### config.mk
export PLATFORM = sky130hd
export DESIGN_NAME = jet_regs
export DESIGN_NICKNAME = d
export VERILOG_FILES = /design/src/rtl/jet_pkg.sv /design/src/rtl/jet_regs.sv
export SDC_FILE = /design/constraint.sdc
export NUM_CORES = 1
export LEC_CHECK = 0
export BUFFER_PORTS_ARGS = -buffer_cell sky130_fd_sc_hd__buf_2
export CAP_MARGIN = 20
export CORE_MARGIN = 1.5
export CORE_UTILIZATION = 30
export CTS_BUF_LIST = sky130_fd_sc_hd__clkbuf_4 sky130_fd_sc_hd__clkbuf_8
export DETAILED_ROUTE_END_ITERATION = 8
export GPL_TIMING_DRIVEN = 0
export HOLD_SLACK_MARGIN = 0.06
export PLACE_DENSITY = 0.51
export SETUP_SLACK_MARGIN = 0.15
export SLEW_MARGIN = 20
export SYNTH_ARGS = -nofsm -noshare
export SYNTH_HDL_FRONTEND = slang
export SYNTH_SLANG_ARGS = --single-unit
export TNS_END_PERCENT = 1
### constraint.sdc
create_clock -name clk -period 6.7 [get_ports clk]
set_input_delay 1.675 -clock clk [delete_from_list [all_inputs] [get_ports clk]]
set_output_delay 1.675 -clock clk [all_outputs]
set_load 0.005 [all_outputs]
### src/rtl/jet_pkg.sv
package jet_pkg;

	localparam int FRAC_BITS = 28;
	localparam int ADDR_WIDTH = 5;

	// register indexes, byte address = 4 * index
	localparam logic [2:0] REG_C_REAL     = 3'd0;
	localparam logic [2:0] REG_C_IMAG     = 3'd1;
	localparam logic [2:0] REG_PLANE_LEFT = 3'd2;
	localparam logic [2:0] REG_PLANE_TOP  = 3'd3;
	localparam logic [2:0] REG_STEP_X     = 3'd4;
	localparam logic [2:0] REG_STEP_Y     = 3'd5;
	localparam logic [2:0] REG_MAX_COUNT  = 3'd6;
	localparam logic [2:0] REG_GRID_DIMS  = 3'd7;

	localparam logic signed [30:0] RST_C_REAL     = -31'sd174615117;
	localparam logic signed [30:0] RST_C_IMAG     = -31'sd128375230;
	localparam logic signed [30:0] RST_PLANE_LEFT = -31'sd402653184;
	localparam logic signed [30:0] RST_PLANE_TOP  = 31'sd268435456;
	localparam logic [29:0]        RST_STEP_X     = 30'd2684355;
	localparam logic [29:0]        RST_STEP_Y     = 30'd2684355;
	localparam logic [11:0]        RST_MAX_COUNT  = 12'd255;
	localparam logic [23:0]        RST_GRID_DIMS  = 24'd819500;

	localparam logic [12:0] ESC_OUTSIDE = 13'h1FFF;

	typedef struct packed {
		logic signed [30:0] c_real;
		logic signed [30:0] c_imag;
		logic signed [30:0] plane_left;
		logic signed [30:0] plane_top;
		logic [29:0]        step_x;
		logic [29:0]        step_y;
		logic [11:0]        max_count;
		logic [23:0]        grid_dims;
	} cfg_t;

	typedef struct packed {
		logic load;
		logic map;
		logic init;
		logic mul;
		logic step;
		logic emit;
	} dp_cmd_t;

	typedef struct packed {
		logic outside;
		logic cont;
	} dp_status_t;

endpackage

### src/rtl/jet_regs.sv
module jet_regs
	import jet_pkg::*;
(
	input  logic                  clk,
	input  logic                  arst_n,
	input  logic                  psel,
	input  logic                  penable,
	input  logic                  pwrite,
	input  logic [ADDR_WIDTH-1:0] paddr,
	input  logic [31:0]           pwdata,
	output logic [31:0]           prdata,
	output cfg_t                  cfg
);

	cfg_t cfg_q;
	logic wr_en;
	logic [2:0] idx;

	assign wr_en = psel && penable && pwrite;
	assign idx = paddr[4:2];
	assign cfg = cfg_q;

	always_ff @(posedge clk or negedge arst_n) begin
		if (!arst_n) begin
			cfg_q.c_real     <= RST_C_REAL;
			cfg_q.c_imag     <= RST_C_IMAG;
			cfg_q.plane_left <= RST_PLANE_LEFT;
			cfg_q.plane_top  <= RST_PLANE_TOP;
			cfg_q.step_x     <= RST_STEP_X;
			cfg_q.step_y     <= RST_STEP_Y;
			cfg_q.max_count  <= RST_MAX_COUNT;
			cfg_q.grid_dims  <= RST_GRID_DIMS;
		end else if (wr_en) begin
			case (idx)
				REG_C_REAL:     cfg_q.c_real     <= signed'(pwdata[30:0]);
				REG_C_IMAG:     cfg_q.c_imag     <= signed'(pwdata[30:0]);
				REG_PLANE_LEFT: cfg_q.plane_left <= signed'(pwdata[30:0]);
				REG_PLANE_TOP:  cfg_q.plane_top  <= signed'(pwdata[30:0]);
				REG_STEP_X:     cfg_q.step_x     <= pwdata[29:0];
				REG_STEP_Y:     cfg_q.step_y     <= pwdata[29:0];
				REG_MAX_COUNT:  cfg_q.max_count  <= pwdata[11:0];
				REG_GRID_DIMS:  cfg_q.grid_dims  <= pwdata[23:0];
				default: ;
			endcase
		end
	end

	always_comb begin
		case (idx)
			REG_C_REAL:     prdata = 32'(cfg_q.c_real);
			REG_C_IMAG:     prdata = 32'(cfg_q.c_imag);
			REG_PLANE_LEFT: prdata = 32'(cfg_q.plane_left);
			REG_PLANE_TOP:  prdata = 32'(cfg_q.plane_top);
			REG_STEP_X:     prdata = {2'b00, cfg_q.step_x};
			REG_STEP_Y:     prdata = {2'b00, cfg_q.step_y};
			REG_MAX_COUNT:  prdata = {20'd0, cfg_q.max_count};
			REG_GRID_DIMS:  prdata = {8'd0, cfg_q.grid_dims};
			default:        prdata = 32'd0;
		endcase
	end

endmodule

==> flow_summary.json <==
{
  "die_width_um": 188,
  "fp-row-count": 67,
  "worstSetupStartpointType": "primary input",
  "final_cell_mix": "buf_2 (315), mux2_2 (185), dfrtp_1 (145)",
  "power_uw": 4250,
  "drc": 0,
  "synthTopCellsByArea": "dfrtp_1 (35%), mux2_2 (20%), dfstp_2 (19%)",
  "cts_max_level": 2,
  "tightest_slew_ns": 1.12,
  "hold_start": "cfg[135]",
  "gp_congestion": 0.776,
  "synth_cell_types": 40,
  "cts.repair.resized": 0,
  "max_stage_delay_ns": 0.41,
  "clkPwrFrac_pct": 34.4,
  "start_util_pct": 30.5,
  "ys_ff_latch": 220,
  "fin_skew_ns": 0,
  "r2r-start": "cfg[138]",
  "p_sw_uw": 1210,
  "fmax_mhz": 185,
  "path_cells": "buf_6 > clkinv_1 > nand3_1 > buf_2 > buf_2 > nor2_1 > a21oi_1 > buf_2",
  "layout.cells.non_filler": 1553,
  "dp_slack_ns": 1.25,
  "syn_avg_cell_area_sq_um": 13.8,
  "path_clk_slew_ns": 0.06,
  "p_int_uw": 3040,
  "n_fill_cell": 3344,
  "clock-sinks": 220,
  "synth_top_area_share_pct": 35.5,
  "min_period_over_period_pct": 80.7,
  "fin_util_pct": 39.4,
  "final_common_cell": "buf_2",
  "hold_violations": 0,
  "die_area_sq_mm": 0.0352,
  "wl_per_cell_um": 24.5,
  "layout_setup_ws_ns": 1.29,
  "period_needed_ns": 5.41,
  "cts-root-buf": "clkbuf_8",
  "cp.required_ns": 5.03,
  "cp-startpoint": "paddr[3]",
  "die_y_um": 188,
  "drt_iter0_drc": 388,
  "cts_tree": "yes",
  "power.leakage_uw": 0.00652,
  "path_class": "in -> out",
  "final-seq-area_sq_mm": 0.00560,
  "syn-num-nets": 782,
  "io_buffers": 288,
  "power_density_mw_per_mm2": 321,
  "largest_register_ffs": 220,
  "cp.arrival_ns": 3.73,
  "comb_power_share_pct": 21.8,
  "dr.pass1.iters": 5,
  "antenna_found_initial": 2,
  "maxCapViolations": 0,
  "ant_nets": 0,
  "clockBufferDepth": 3,
  "slew_headroom_pct": 25.3,
  "grt_pass1_vias": 8192,
  "clk_latency_ns": 0.55,
  "drive_gt1_share_pct": 63.4,
  "area_growth_pct": 29.3,
  "hpwlAfterDp_um": 26200,
  "fin_nets": 1115,
  "vias": 7646,
  "fin_setup_tns_ns": 0,
  "synthCells": 740,
  "cts_made_buffers": 41,
  "critPathMaxFanout": 10,
  "post-cts-setup-buffer-count": 0,
  "dp_cells": 1478,
  "grt_pass1_wl_um": 55800,
  "setup_viol": 0,
  "seq_power_share_pct": 43.8,
  "viasPerCell": 4.92,
  "gr-total-overflow": 0,
  "rsz0062_at_grt": "no",
  "netlist_area_sq_mm": 0.0102,
  "core_area_sq_mm": 0.0335,
  "end_kind": "output pin",
  "multi_input_area_sq_mm": 0.00429,
  "status": "complete, no violations",
  "grt_max_degree": 89,
  "synth_top_cell_by_area": "dfrtp_1",
  "num_io_pins": 294,
  "ys_seq_area_share_pct": 54.7,
  "routed_wl_um": 38100,
  "cts_hold_buf": 0,
  "critPathSlowestCell": "clkinv_1",
  "ys.warnings.count": 0,
  "peakVddDrop_mv": 0.196,
  "crit_top_cell": "buf_2",
  "slew_violations": 0,
  "hold_class": "reg -> reg",
  "grt_usage_pct": 21.6,
  "p_sw_share_pct": 28.5
}
## per-stage QoR
| stage | hold WS, ns | cell area, sq um |
|---|---|---|
| 2_1_floorplan | 0.500 | 10200 |
| 3_3_place_gp | 0.488 | 12200 |
| 3_5_place_dp | 0.495 | 12300 |
| 4_1_cts | 0.509 | 13200 |
| 5_1_grt | 0.542 | 13200 |
| 6_report | 0.505 | 13200 |
## Yosys cell counts (all sizes together)
cell	count
dfstp	75
dfrtp	145
nand3	6
o21ai	21
a211oi	1
a21oi	25
a22oi	8
a222oi	4
o22a	15
clkinv	1
o221ai	3
mux4	1
nor2b	6
a32oi	6
buf	42
and2	2
o22ai	16
or3	4
a221oi	1
nand2b	10
nand4b	1
inv	5
mux2i	48
o2bb2ai	3
clkbuf	11
mux2	219
nand2	16
nand4	1
nor3	1
o221a	3
nor2	27
a22o	12
o311a	1
## worst paths after layout
kind	end	slack [ns]	cells after the start
max in group asynchronous	cfg[3]	4.83	2
min in group asynchronous	cfg[119]	1.03	1
hold reg to reg	cfg[135]	0.50	1
setup reg to reg	cfg[138]	5.89	1
setup / recovery	prdata[16]	1.29	8
hold / removal	cfg[135]	0.50	1
## area by class of cell
cell class,instances,area share (%)
Sequential cell,220,42.3
Tap cell,448,4.24
Buffer,53,2.42
Clock inverter,3,0.511
Multi-Input combinational cell,461,32.4
Antenna cell,1,0.0189
Clock buffer,71,6.49
Timing Repair Buffer,290,11.4
Inverter,6,0.170
## cell families after synthesis
group | count (synthesis) | share of synthesized area (%)
mux | 268 | 30.1
simple gates | 74 | 3.63
flops | 220 | 54.7
compound gates | 119 | 8.14
buf+inv | 59 | 3.35
## power by group through the flow
stage	registers [uW]	logic, uW	clock network (uW)
5_1_grt	1900	1010	1550
6_report	1860	926	1460
2_1_floorplan	1870	419	0
4_1_cts	1860	940	1500
3_5_place_dp	1880	938	0
3_3_place_gp	1870	927	0
## per-layer routing
layer / vias up / part of all wire, % / track usage (%)
met5: - / 0.034 / 0
met4: 2 / 2.1 / 6.15
met3: 61 / 8.1 / 6.87
met2: 301 / 47 / 34.9
met1: 3875 / 43 / 27.7
li1: 3407 / - / -
## critical path: cells and delay by family
kind	cells	cell delay [ns]
AO/OA/AOI/OAI	1	0.22
buffers and inverters	5	1.48
AND/OR/NAND/NOR	2	0.34
Note: power is estimated with default switching activity, not from simulation.
