==> src/rtl/jet_pkg.sv <==
package jet_pkg;

	localparam int FRAC_BITS = 28;
	localparam int ADDR_WIDTH = 5;

	// register indexes, byte address = 4 * index
	localparam logic [2:0] REG_C_REAL     = 3'd0;
	localparam logic [2:0] REG_C_IMAG     = 3'd1;
	localparam logic [2:0] REG_PLANE_LEFT = 3'd2;
	localparam logic [2:0] REG_PLANE_TOP  = 3'd3;
	localparam logic [2:0] REG_STEP_X     = 3'd4;
	localparam logic [2:0] REG_STEP_Y     = 3'd5;
	localparam logic [2:0] REG_MAX_COUNT  = 3'd6;
	localparam logic [2:0] REG_GRID_DIMS  = 3'd7;

	localparam logic signed [30:0] RST_C_REAL     = -31'sd174615117;
	localparam logic signed [30:0] RST_C_IMAG     = -31'sd128375230;
	localparam logic signed [30:0] RST_PLANE_LEFT = -31'sd402653184;
	localparam logic signed [30:0] RST_PLANE_TOP  = 31'sd268435456;
	localparam logic [29:0]        RST_STEP_X     = 30'd2684355;
	localparam logic [29:0]        RST_STEP_Y     = 30'd2684355;
	localparam logic [11:0]        RST_MAX_COUNT  = 12'd255;
	localparam logic [23:0]        RST_GRID_DIMS  = 24'd819500;

	localparam logic [12:0] ESC_OUTSIDE = 13'h1FFF;

	typedef struct packed {
		logic signed [30:0] c_real;
		logic signed [30:0] c_imag;
		logic signed [30:0] plane_left;
		logic signed [30:0] plane_top;
		logic [29:0]        step_x;
		logic [29:0]        step_y;
		logic [11:0]        max_count;
		logic [23:0]        grid_dims;
	} cfg_t;

	typedef struct packed {
		logic load;
		logic map;
		logic init;
		logic mul;
		logic step;
		logic emit;
	} dp_cmd_t;

	typedef struct packed {
		logic outside;
		logic cont;
	} dp_status_t;

endpackage

==> src/rtl/jet_ctrl.sv <==
module jet_ctrl
	import jet_pkg::*;
(
	input  logic       clk,
	input  logic       arst_n,
	input  logic       s_tvalid,
	output logic       s_tready,
	output logic       m_tvalid,
	input  logic       m_tready,
	input  dp_status_t st,
	output dp_cmd_t    cmd
);

	localparam logic [2:0] ST_IDLE = 3'd0;
	localparam logic [2:0] ST_MAP  = 3'd1;
	localparam logic [2:0] ST_INIT = 3'd2;
	localparam logic [2:0] ST_MUL  = 3'd3;
	localparam logic [2:0] ST_UPD  = 3'd4;
	localparam logic [2:0] ST_DONE = 3'd5;

	logic [2:0] state_q, state_d;
	logic       out_valid_q;
	logic       slot_free;

	assign s_tready  = (state_q == ST_IDLE);
	assign m_tvalid  = out_valid_q;
	assign slot_free = !out_valid_q || m_tready;

	always_comb begin
		state_d = state_q;
		cmd = '0;
		case (state_q)
			ST_IDLE: begin
				if (s_tvalid) begin
					cmd.load = 1'b1;
					state_d = ST_MAP;
				end
			end
			ST_MAP: begin
				cmd.map = 1'b1;
				state_d = st.outside ? ST_DONE : ST_INIT;
			end
			ST_INIT: begin
				cmd.init = 1'b1;
				state_d = ST_MUL;
			end
			ST_MUL: begin
				cmd.mul = 1'b1;
				state_d = ST_UPD;
			end
			ST_UPD: begin
				if (st.cont) begin
					cmd.step = 1'b1;
					state_d = ST_MUL;
				end else begin
					state_d = ST_DONE;
				end
			end
			ST_DONE: begin
				// wait until the output register can take the result
				if (slot_free) begin
					cmd.emit = 1'b1;
					state_d = ST_IDLE;
				end
			end
			default: state_d = ST_IDLE;
		endcase
	end

	always_ff @(posedge clk or negedge arst_n) begin
		if (!arst_n) begin
			state_q     <= ST_IDLE;
			out_valid_q <= 1'b0;
		end else begin
			state_q <= state_d;
			if (cmd.emit) out_valid_q <= 1'b1;
			else if (m_tready) out_valid_q <= 1'b0;
		end
	end

	a_accept_to_map: assert property (@(posedge clk) disable iff (!arst_n)
		(s_tvalid && s_tready) |=> (state_q == ST_MAP))
		else $error("accepted request did not start mapping");

	a_valid_from_done: assert property (@(posedge clk) disable iff (!arst_n)
		$rose(out_valid_q) |-> $past(state_q == ST_DONE))
		else $error("result raised outside done state");

	a_done_holds: assert property (@(posedge clk) disable iff (!arst_n)
		(state_q == ST_DONE && out_valid_q && !m_tready) |=> (state_q == ST_DONE))
		else $error("result overwrote a pending output");

endmodule

==> config.mk <==
export PLATFORM = sky130hd
export DESIGN_NAME = jet_ctrl
export DESIGN_NICKNAME = d
export VERILOG_FILES = /design/src/rtl/jet_pkg.sv /design/src/rtl/jet_ctrl.sv
export SDC_FILE = /design/constraint.sdc
export NUM_CORES = 1
export LEC_CHECK = 0
export BUFFER_PORTS_ARGS = -buffer_cell sky130_fd_sc_hd__buf_2
export CAP_MARGIN = 5
export CORE_AREA = 5 5 42 44
export CTS_CLUSTER_SIZE = 25
export DETAILED_ROUTE_END_ITERATION = 12
export DIE_AREA = 0 0 47 49
export PLACE_DENSITY = 0.53
export SETUP_SLACK_MARGIN = 0.4
export SLEW_MARGIN = 20
export SYNTH_ARGS = -nofsm -noshare
export SYNTH_HDL_FRONTEND = slang
export SYNTH_SLANG_ARGS = --single-unit
==> constraint.sdc <==
create_clock -name clk -period 1.35 [get_ports clk]
set_clock_uncertainty 0.05 [all_clocks]
set_input_delay 0.135 -clock clk [delete_from_list [all_inputs] [get_ports clk]]
set_output_delay 0.135 -clock clk [all_outputs]
set_load 0.03 [all_outputs]
==> results of run 1 <==
==> placed cells by master, fill, tap and decap left out, types with 2 or more instances in the layout <==
cell	n
o21ai_2	2
dfrtp_2	4
buf_2	5
buf_4	3
and2_4	2
nor2_1	2
buf_6	15
nand2_1	2
clkbuf_4	3
nor2_4	2
==> worst paths after layout <==
path | to | cells past startpoint | slack (ps)
setup / recovery | cmd[0] | 3 | -80
hold / removal | m_tvalid | 3 | 150
setup reg to reg | state_q[2] | 5 | 130
hold reg to reg | m_tvalid | 2 | 500
max in group asynchronous | state_q[1] | 2 | 930
min in group asynchronous | m_tvalid | 2 | 190
==> critical path, delay by kind of cell, from the launching register on <==
kind	cells	cell delay [ps]
AND/OR/NAND/NOR	2	440
flip-flops	1	450
buffers and inverters	1	120
==> routing by layer <==
metal	up-vias	track usage [%]	routed length, microns
met1	148	9.313	320
met2	7	12.90	533
met3	0	1.107	26
met5	-	0	0
li1	160	-	-
met4	0	6.912	0
==> layout make-up <==
class	count	area share [%]
clock buffer	3	3.557
sequential	4	16.60
multi-input combinational	25	37.75
tap	16	3.162
timing repair buffer	25	38.93
==> power by group <==
part           switching, W  internal [W]  leakage [nW]
logic              0.000527      0.000683         0.233
registers          0.000106      0.000187        0.0453
clock network     0.0000440     0.0000991        0.0138
total              0.000677      0.000969         0.292
==> registers in the layout, indices dropped and copies added, names as in the netlist <==
| signal | cells |
|---|---|
| m_tvalid | 1 |
| state_q | 3 |
==> timing repair <==
item | 4_1_cts | 5_1_grt
pin swaps | 0 | 4
hold buffers | 1 | 0
buffers inserted | 4 | 4
hold endpoints to repair | 4 | 0
endpoints found under the setup margin | 12 | 12
gates resized for setup | 19 | 16
==> Yosys cell counts <==
cell / n / share of area [%]
nand3b_1: 1 / 2.5
nor2_1: 4 / 5.0
dfrtp_1: 4 / 33
and3_1: 2 / 4.1
o21ai_0: 1 / 1.7
buf_6: 2 / 7.5
a31oi_1: 1 / 2.1
nand2_1: 4 / 5.0
o21ai_1: 1 / 1.7
o21ai_2: 1 / 2.9
and2_1: 2 / 4.1
nor3b_2: 2 / 8.3
nand2b_1: 1 / 2.1
a2bb2oi_2: 1 / 5.0
and4bb_4: 1 / 5.4
and3b_1: 1 / 2.9
and2b_4: 1 / 3.3
nor3_2: 1 / 3.3
==> stage by stage <==
step                      cells  setup TNS (ps)  hold slack, ps  utilization (%)
after floorplan              31               0          -210.6                -
after global placement       61               0          -108.6            29.91
after detailed placement     61               0          -106.4            29.91
after CTS                    69          -264.6           147.9            37.77
after global routing         73          -551.2           175.2            45.18
final                        73          -268.5           147.2            45.18
==> cell families (layout without fill, tap and decap cells) <==
logic type	Yosys count	count (layout)	share of synthesized area [%]
compound gates	5	5	13.28
buf+inv	2	28	7.468
simple gates	20	20	46.06
flops	4	4	33.20
==> impl_metrics.py, run 1 <==
metrics = {
    "outcome": {
        "outcome": "complete, but fails checks",
        "failed_checks": "setup timing",
    },
    "worst_setup_path": {
        "cp-end-kind": "primary output",
        "crit_chain": "and2b_4, and3_4, buf_6",
        "cp.arrival_ps": 1240,
        "worstSetupPathType": "reg2out",
        "crit_required_ps": 1160,
        "critPathMaxFanout": 7,
        "startpoint_type": "flip-flop",
        "regToRegStartpoint": "state_q[1]",
        "max_stage_delay_ps": 450,
        "critPathLaunch": "state_q[1]",
        "slowest_stage": "dfrtp_2",
    },
    "cells_and_area": {
        "area_delta_synth_final_pct": 110.0,
        "drive_gt1_share_pct": 84.21,
        "fin_area_sq_um": 633.1,
        "seq_area_sq_um": 105.1,
        "multi_input_area_sq_um": 239.0,
        "fill_cells": 139,
        "finalNetCount": 65,
        "diodes": 0,
    },
    "grt": {
        "grt_pass1_vias": 343,
        "antenna_found_initial": 0,
        "overflow": 0,
        "grt_max_degree": 9,
        "grt_pass1_wl_mm": 1.373,
        "grtUsageTotal_pct": 8.263,
    },
    "route": {
        "via_per_inst": 4.315,
        "first_iter_violations": 2,
        "vias": 315,
        "drt-pass1-iter-count": 3,
        "avgRoutedWirePerCell_microns": 12.05,
        "wl_microns": 880,
        "drtAntennaViolNets": 0,
        "drc_errors": 0,
    },
    "clock_tree": {
        "path_clk_slew_ps": 40,
        "cts_tree": "built",
        "h-tree-depth": 1,
        "cts_buffer_depth": 2,
        "cts-buffers-inserted": 3,
        "root_buffer": "clkbuf_4",
        "cts.sinks": 4,
        "clkLatencyLatePin_ps": 230,
    },
    "floorplanning": {
        "die_y_microns": 49,
        "die_area_sq_um": 2303,
        "initial_core_util_pct": 21.52,
        "num_rows": 14,
        "pin_count": 14,
        "core_area_sq_um": 1401,
        "die_x_microns": 47,
    },
    "timing": {
        "rsz0062_at_grt": "yes",
        "slew_viol_final": 0,
        "worstMarginPinSlew_ps": 196.0,
        "period_minus_slack_ps": 1428,
        "hold_violations": 0,
        "finalSetupViolations": 5,
        "layout_setup_ws_ps": -77.76,
        "max_freq_mhz": 700.4,
        "relSlewSlack_pct": 86.93,
        "fin_crit_sh_pct": 105.8,
    },
    "hold_path": {
        "hp-start": "m_tready",
        "hold_class": "in2reg",
    },
    "yosys": {
        "ys_seq_elements": 4,
        "ys_seq_area_share_pct": 33.20,
        "synthDistinctLibCells": 18,
        "syn-mean-instance-area_sq_um": 9.727,
        "syn-instance-count": 31,
        "netlist_area_sq_um": 301.5,
        "ys_warn_count": 0,
        "synth_nets": 37,
    },
    "power_and_ir_drop": {
        "vdd_drop_max_mv": 1.004,
        "leakagePower_nw": 0.2921,
        "power.density_nw_per_um2": 2600,
        "p_total_w": 0.001646,
    },
    "placed_design": {
        "port_buffers": 13,
        "gp_congestion": 0.6956,
        "dp_hpwl_microns": 580,
        "place_area_sq_um": 419.2,
        "place_ws_ps": 28.29,
    },
    "job": {
        "max_cap_violations": 0,
    },
}
(Power assumes the default switching activity.)
==> run 2: changes to the inputs <==
--- a/config.mk
+++ b/config.mk
@@ -5,13 +5,14 @@
 export SDC_FILE = /design/constraint.sdc
 export NUM_CORES = 1
 export LEC_CHECK = 0
+export ABC_AREA = 1
 export BUFFER_PORTS_ARGS = -buffer_cell sky130_fd_sc_hd__buf_2
 export CAP_MARGIN = 5
 export CORE_AREA = 5 5 42 44
 export CTS_CLUSTER_SIZE = 25
 export DETAILED_ROUTE_END_ITERATION = 12
 export DIE_AREA = 0 0 47 49
-export PLACE_DENSITY = 0.53
+export PLACE_DENSITY = 0.5
 export SETUP_SLACK_MARGIN = 0.4
 export SLEW_MARGIN = 20
 export SYNTH_ARGS = -nofsm -noshare
==> run 2 against run 1 <==
Against the previous run: the run still ends with setup timing left; final cell count rose by 6.8%; sequential power rose by 4%; core utilization fell by 5.4 points; worst setup slack improved by 58 ps; via count fell by 0.63%; total power fell by 17%; die area did not move; global-route usage fell by 0.84 points; critical path depth rose by 1; combinational power fell by 25%; clock power rose by 7%; critical path type unchanged.
==> impl_metrics.py, run 2 <==
metrics = {
    "route": {
        "avgRoutedWirePerCell_microns": 9.077,
        "drt-pass1-iter-count": 2,
        "drtAntennaViolNets": 0,
        "first_iter_violations": 3,
        "via_per_inst": 4.013,
        "drc_errors": 0,
        "vias": 313,
        "wl_microns": 708,
    },
    "yosys": {
        "ys_seq_elements": 4,
        "synthDistinctLibCells": 12,
        "synthMuxAreaShare_pct": 0,
        "synth_nets": 46,
        "synthArstFlopShare_pct": 100.0,
        "ys_warn_count": 0,
        "synth_fa_ha_area_share_pct": 0,
        "syn-mean-instance-area_sq_um": 6.569,
        "syn-instance-count": 40,
        "ys_seq_area_share_pct": 38.10,
        "synthTopCellsByArea": "dfrtp_1 (38%), nand2_1 (13%), inv_1 (11%)",
        "yosys.area.top_type": "dfrtp_1",
        "ys.flop_type": "dfrtp_1",
        "synth_top_family_by_area": "simple AND/OR/NAND/NOR gates",
        "synth.most_common_cell": "nand2_1",
        "synth_top_area_share_pct": 38.10,
        "synth_compound_area_share_pct": 5.714,
        "synth_commonest_cells": "nand2_1 (9), inv_1 (8), nor2_1 (6)",
        "synthSimpleGateAreaFrac_pct": 37.62,
        "netlist_area_sq_um": 262.8,
        "synth_edf_count": 0,
        "synth_xor_area_share_pct": 0,
    },
    "power_and_ir_drop": {
        "power.density_nw_per_um2": 2445,
        "leakagePower_nw": 0.2811,
        "vdd_drop_max_mv": 1.008,
    },
    "placed_design": {
        "gp_congestion": 0.7754,
        "port_buffers": 13,
    },
    "timing": {
        "finalSetupViolations": 4,
        "period_minus_slack_ps": 1370,
        "max_freq_mhz": 730.1,
        "worstMarginPinSlew_ps": 198.8,
        "slew_viol_final": 0,
        "hold_ws_ps": 97.64,
        "relSlewSlack_pct": 86.75,
        "rsz0062_at_grt": "yes",
        "hold_violations": 0,
        "fin_crit_sh_pct": 101.5,
        "layout_setup_ws_ps": -19.61,
        "setup_tns_ps": -36.50,
    },
    "cells_and_area": {
        "area_delta_synth_final_pct": 112.4,
        "final_cell_mix": "nand2_1 (8), buf_6 (6), buf_4 (6)",
        "finalNetCount": 70,
        "diodes": 0,
        "multi_input_area_sq_um": 180.2,
        "drive_gt1_share_pct": 64.52,
        "layout_commonest_cell": "nand2_1",
        "top_register": "state_q",
        "largest_reg_flops": 3,
        "seq_area_sq_um": 105.1,
        "fill_cells": 150,
    },
    "worst_setup_path": {
        "startpoint_type": "flip-flop",
        "crit_chain": "nor2_1, nand2_2, nor2_4, buf_4",
        "slowest_stage": "dfrtp_2",
        "cp-end-kind": "primary output",
        "max_stage_delay_ps": 470,
        "crit_required_ps": 1160,
        "worstSetupPathType": "reg2out",
        "critPathMaxFanout": 8,
        "cp.arrival_ps": 1180,
    },
    "job": {
        "max_cap_violations": 0,
    },
    "clock_tree": {
        "h-tree-depth": 1,
        "path_clk_slew_ps": 40,
        "cts-buffers-inserted": 3,
        "clkLatencyLatePin_ps": 240,
        "cts_buffer_depth": 2,
        "cts.sinks": 4,
        "cts_tree": "built",
        "root_buffer": "clkbuf_4",
    },
    "outcome": {
        "outcome": "complete, but fails checks",
        "failed_checks": "setup timing",
    },
    "floorplanning": {
        "core_area_sq_um": 1401,
        "die_area_sq_um": 2303,
        "num_rows": 14,
        "die_y_microns": 49,
        "die_x_microns": 47,
        "initial_core_util_pct": 18.75,
        "pin_count": 14,
    },
    "grt": {
        "overflow": 0,
        "grt_pass1_wl_mm": 1.207,
        "antenna_found_initial": 0,
        "grtUsageTotal_pct": 7.426,
        "grt_pass1_vias": 298,
        "grt_max_degree": 9,
    },
    "hold_path": {
        "hold_class": "in2reg",
    },
}
==> run 2: worst max-delay path: cells and delay by family, from the launching register on <==
| family | cells | cell delay (ps) |
|---|---|---|
| DFF | 1 | 470 |
| and+or+nand+nor | 3 | 320 |
| buffers and inverters | 1 | 150 |
==> run 2: power by group <==
part / internal [W] / total (W) / switching, W
Clock: 0.0000998 / 0.000153 / 0.0000533
Combinational: 0.000427 / 0.000906 / 0.000479
Sequential: 0.000186 / 0.000305 / 0.000120
==> run 2: worst paths after layout <==
path                             from          to  slack, ps  cells after the start
max                        state_q[0]      cmd[5]        -20                      4
min in group asynchronous      arst_n  state_q[0]        180                      2
max reg2reg                state_q[0]  state_q[0]        150                      7
min                             st[0]  state_q[1]        100                      3
max in group asynchronous      arst_n  state_q[2]        930                      2
min reg2reg                  m_tvalid    m_tvalid        570                      2
==> run 2: through the flow <==
| stage | utilization, % | std cells | worst slack (ps) | area [sq um] | total power, W |
|---|---|---|---|---|---|
| after global placement | 27.59 | 68 | 151.1 | 386.6 | 0.0008731 |
| after global routing | 39.82 | 78 | -74.10 | 558.0 | 0.001474 |
| final | 39.82 | 78 | -19.61 | 558.0 | 0.001364 |
| after CTS | 38.39 | 77 | -15.50 | 538.0 | 0.001332 |
| after detailed placement | 27.59 | 68 | 144.3 | 386.6 | 0.0008692 |
| after floorplan | - | 40 | 283.8 | 312.8 | 0.0007674 |
==> run 2: cells by family after synthesis <==
| logic type | Yosys count |
|---|---|
| buf+inv | 11 |
| compound gates | 3 |
| flops | 4 |
| simple gates | 22 |
==> run 2: layout make-up <==
| class | count | share of cell area [%] |
|---|---|---|
| clock buffer | 3 | 4.036 |
| inverter | 10 | 7.623 |
| multi-input combinational | 25 | 32.29 |
| sequential | 4 | 18.83 |
| tap | 16 | 3.587 |
| timing repair buffer | 20 | 33.63 |
==> run 2: repair_timing <==
item / CTS / global route
buffers inserted: 5 / 1
pin swaps: 3 / 3
hold buffers: 1 / 0
setup endpoints to repair: 11 / 12
resized for setup: 18 / 4
endpoints found under the hold margin: 4 / 0
==> run 2: per-layer routing <==
layer	part of all wire [%]	up-vias	wire (microns)	GRT usage (%)
met5	0	-	0	0
met4	0	0	0	4.147
met3	7.3	0	52	3.690
met2	45	10	316	9.050
met1	48	135	338	10.24
li1	-	168	-	-
==> run 3: changes to the inputs <==
--- a/config.mk
+++ b/config.mk
@@ -13,6 +13,7 @@
 export DETAILED_ROUTE_END_ITERATION = 12
 export DIE_AREA = 0 0 47 49
 export PLACE_DENSITY = 0.5
+export RECOVER_POWER = 25
 export SETUP_SLACK_MARGIN = 0.4
 export SLEW_MARGIN = 20
 export SYNTH_ARGS = -nofsm -noshare
==> run 3 against run 2 <==
Against the previous run: the flow still finishes with violations (setup timing); sequential power about the same; clock power is essentially flat; non-clock buffer count is the same; global-route usage unchanged; final area down 0.22%; count of clock-buffer cells in the layout did not move; critical path type unchanged; largest cell class unchanged.
==> impl_metrics.py, run 3 (synthesized netlist as in run 2, its figures left out) <==
metrics = {
    "timing": {
        "period_minus_slack_ps": 1370,
        "hold_ws_ps": 97.64,
        "layout_setup_ws_ps": -19.61,
        "relSlewSlack_pct": 85.02,
        "fin_crit_sh_pct": 101.5,
        "slew_viol_final": 0,
        "max_freq_mhz": 730.1,
        "worstMarginPinSlew_ps": 224.6,
        "finalSetupViolations": 4,
        "rsz0062_at_grt": "yes",
        "hold_violations": 0,
    },
    "worst_setup_path": {
        "worstSetupPathType": "reg2out",
        "path_buf_inv": 1,
        "cp_top_family": "flip-flops",
        "startpoint_type": "flip-flop",
        "max_stage_delay_ps": 470,
        "crit_chain": "nor2_1, nand2_2, nor2_4, buf_4",
        "cp.arrival_ps": 1180,
        "crit_required_ps": 1160,
        "slowest_stage": "dfrtp_2",
        "critPathMaxFanout": 8,
        "cp-end-kind": "primary output",
    },
    "outcome": {
        "outcome": "complete, but fails checks",
        "failed_checks": "setup timing",
    },
    "clock_tree": {
        "cts_tree": "built",
        "path_clk_slew_ps": 40,
        "root_buffer": "clkbuf_4",
        "cts.sinks": 4,
        "clkLatencyLatePin_ps": 240,
        "cts_buffer_depth": 2,
        "h-tree-depth": 1,
        "cts-buffers-inserted": 3,
    },
    "grt": {
        "grt_max_degree": 9,
        "overflow": 0,
        "grt_pass1_wl_mm": 1.207,
        "grtUsageTotal_pct": 7.426,
        "grt_pass1_vias": 298,
        "antenna_found_initial": 0,
    },
    "cells_and_area": {
        "fill_cells": 150,
        "final_cell_mix": "nand2_1 (8), buf_6 (6), buf_4 (6)",
        "final_cell_count_no_fill": 78,
        "diodes": 0,
        "layout_commonest_cell": "nand2_1",
        "finalNetCount": 70,
        "utilization_pct": 39.73,
        "top_register": "state_q",
        "largest_reg_flops": 3,
        "fin_area_sq_um": 556.8,
        "area_delta_synth_final_pct": 111.9,
        "drive_gt1_share_pct": 62.90,
    },
    "placed_design": {
        "port_buffers": 13,
        "gp_congestion": 0.7754,
        "dp.cells": 68,
        "place_ws_ps": 144.3,
        "place_area_sq_um": 386.6,
    },
    "route": {
        "drtAntennaViolNets": 0,
        "wl_microns": 706,
        "first_iter_violations": 3,
        "drt-pass1-iter-count": 2,
        "avgRoutedWirePerCell_microns": 9.051,
        "via_per_inst": 4.013,
        "vias": 313,
        "drc_errors": 0,
    },
    "power_and_ir_drop": {
        "leakagePower_nw": 0.2784,
        "power.density_nw_per_um2": 2450,
        "vdd_drop_max_mv": 1.008,
    },
    "floorplanning": {
        "initial_core_util_pct": 18.75,
        "die_area_sq_um": 2303,
        "core_area_sq_um": 1401,
        "die_y_microns": 49,
        "pin_count": 14,
        "die_x_microns": 47,
        "num_rows": 14,
    },
    "hold_path": {
        "hold_class": "in2reg",
    },
    "job": {
        "max_cap_violations": 0,
    },
}
## run 3: routing by layer
metal  wire length, microns  share of wire, %  track usage [%]  vias to the layer above
met3                     52               7.4            3.690                        0
met4                      0                 0            4.147                        0
met2                    316                45            9.050                       10
li1                       -                 -                -                      168
met5                      0                 0                0                        -
met1                    336                48            10.24                      135
## run 3: cell type report
cell class / count / area, sq um / area share (%)
clock buffers: 3 / 22.52 / 4.045
inverters: 10 / 42.54 / 7.640
multi-input cells: 25 / 180.2 / 32.36
flip-flops and latches: 4 / 105.1 / 18.88
well taps: 16 / 20.02 / 3.596
repair buffers: 20 / 186.4 / 33.48
## run 3: what timing repair did
action | in CTS | in global routing
hold buffers | 1 | 0
buffers inserted | 5 | 1
resized for setup | 18 | 4
hold endpoints to repair | 4 | 0
pin swaps | 3 | 3
setup endpoints to repair | 11 | 12
## run 3: worst register-to-register path, stage by stage (launching register included)
cell and delay, ps:
dfrtp_2 470, buf_12 140, nand3_4 70, buf_6 130, nor2_4 80, nor2_1 50, nand3_1 50, nand2_1 50
## run 3: metrics by stage
step                setup TNS [ps]  power (W)
floorplan                        0  0.0007674
global placement                 0  0.0008731
detailed placement               0  0.0008692
CTS                         -51.99   0.001332
global route                -345.0   0.001474
finish                      -36.50   0.001364
## run 3: path summary, 6_finish.rpt
kind / start / to / slack, ps / cells after the start
worst min register to register: m_tvalid / m_tvalid / 570 / 2
max in group asynchronous: arst_n / state_q[2] / 830 / 2
worst max-delay path: state_q[0] / cmd[5] / -20 / 4
worst max register to register: state_q[0] / state_q[0] / 150 / 7
min in group asynchronous: arst_n / state_q[0] / 210 / 2
worst min-delay path: st[0] / state_q[1] / 100 / 3
## run 3: report_power, final
group	switching [W]	total [W]	internal (W)
clock	0.0000533	0.000153	0.0000998
sequential	0.000120	0.000305	0.000186
combinational	0.000479	0.000906	0.000427
total	0.000651	0.00136	0.000712
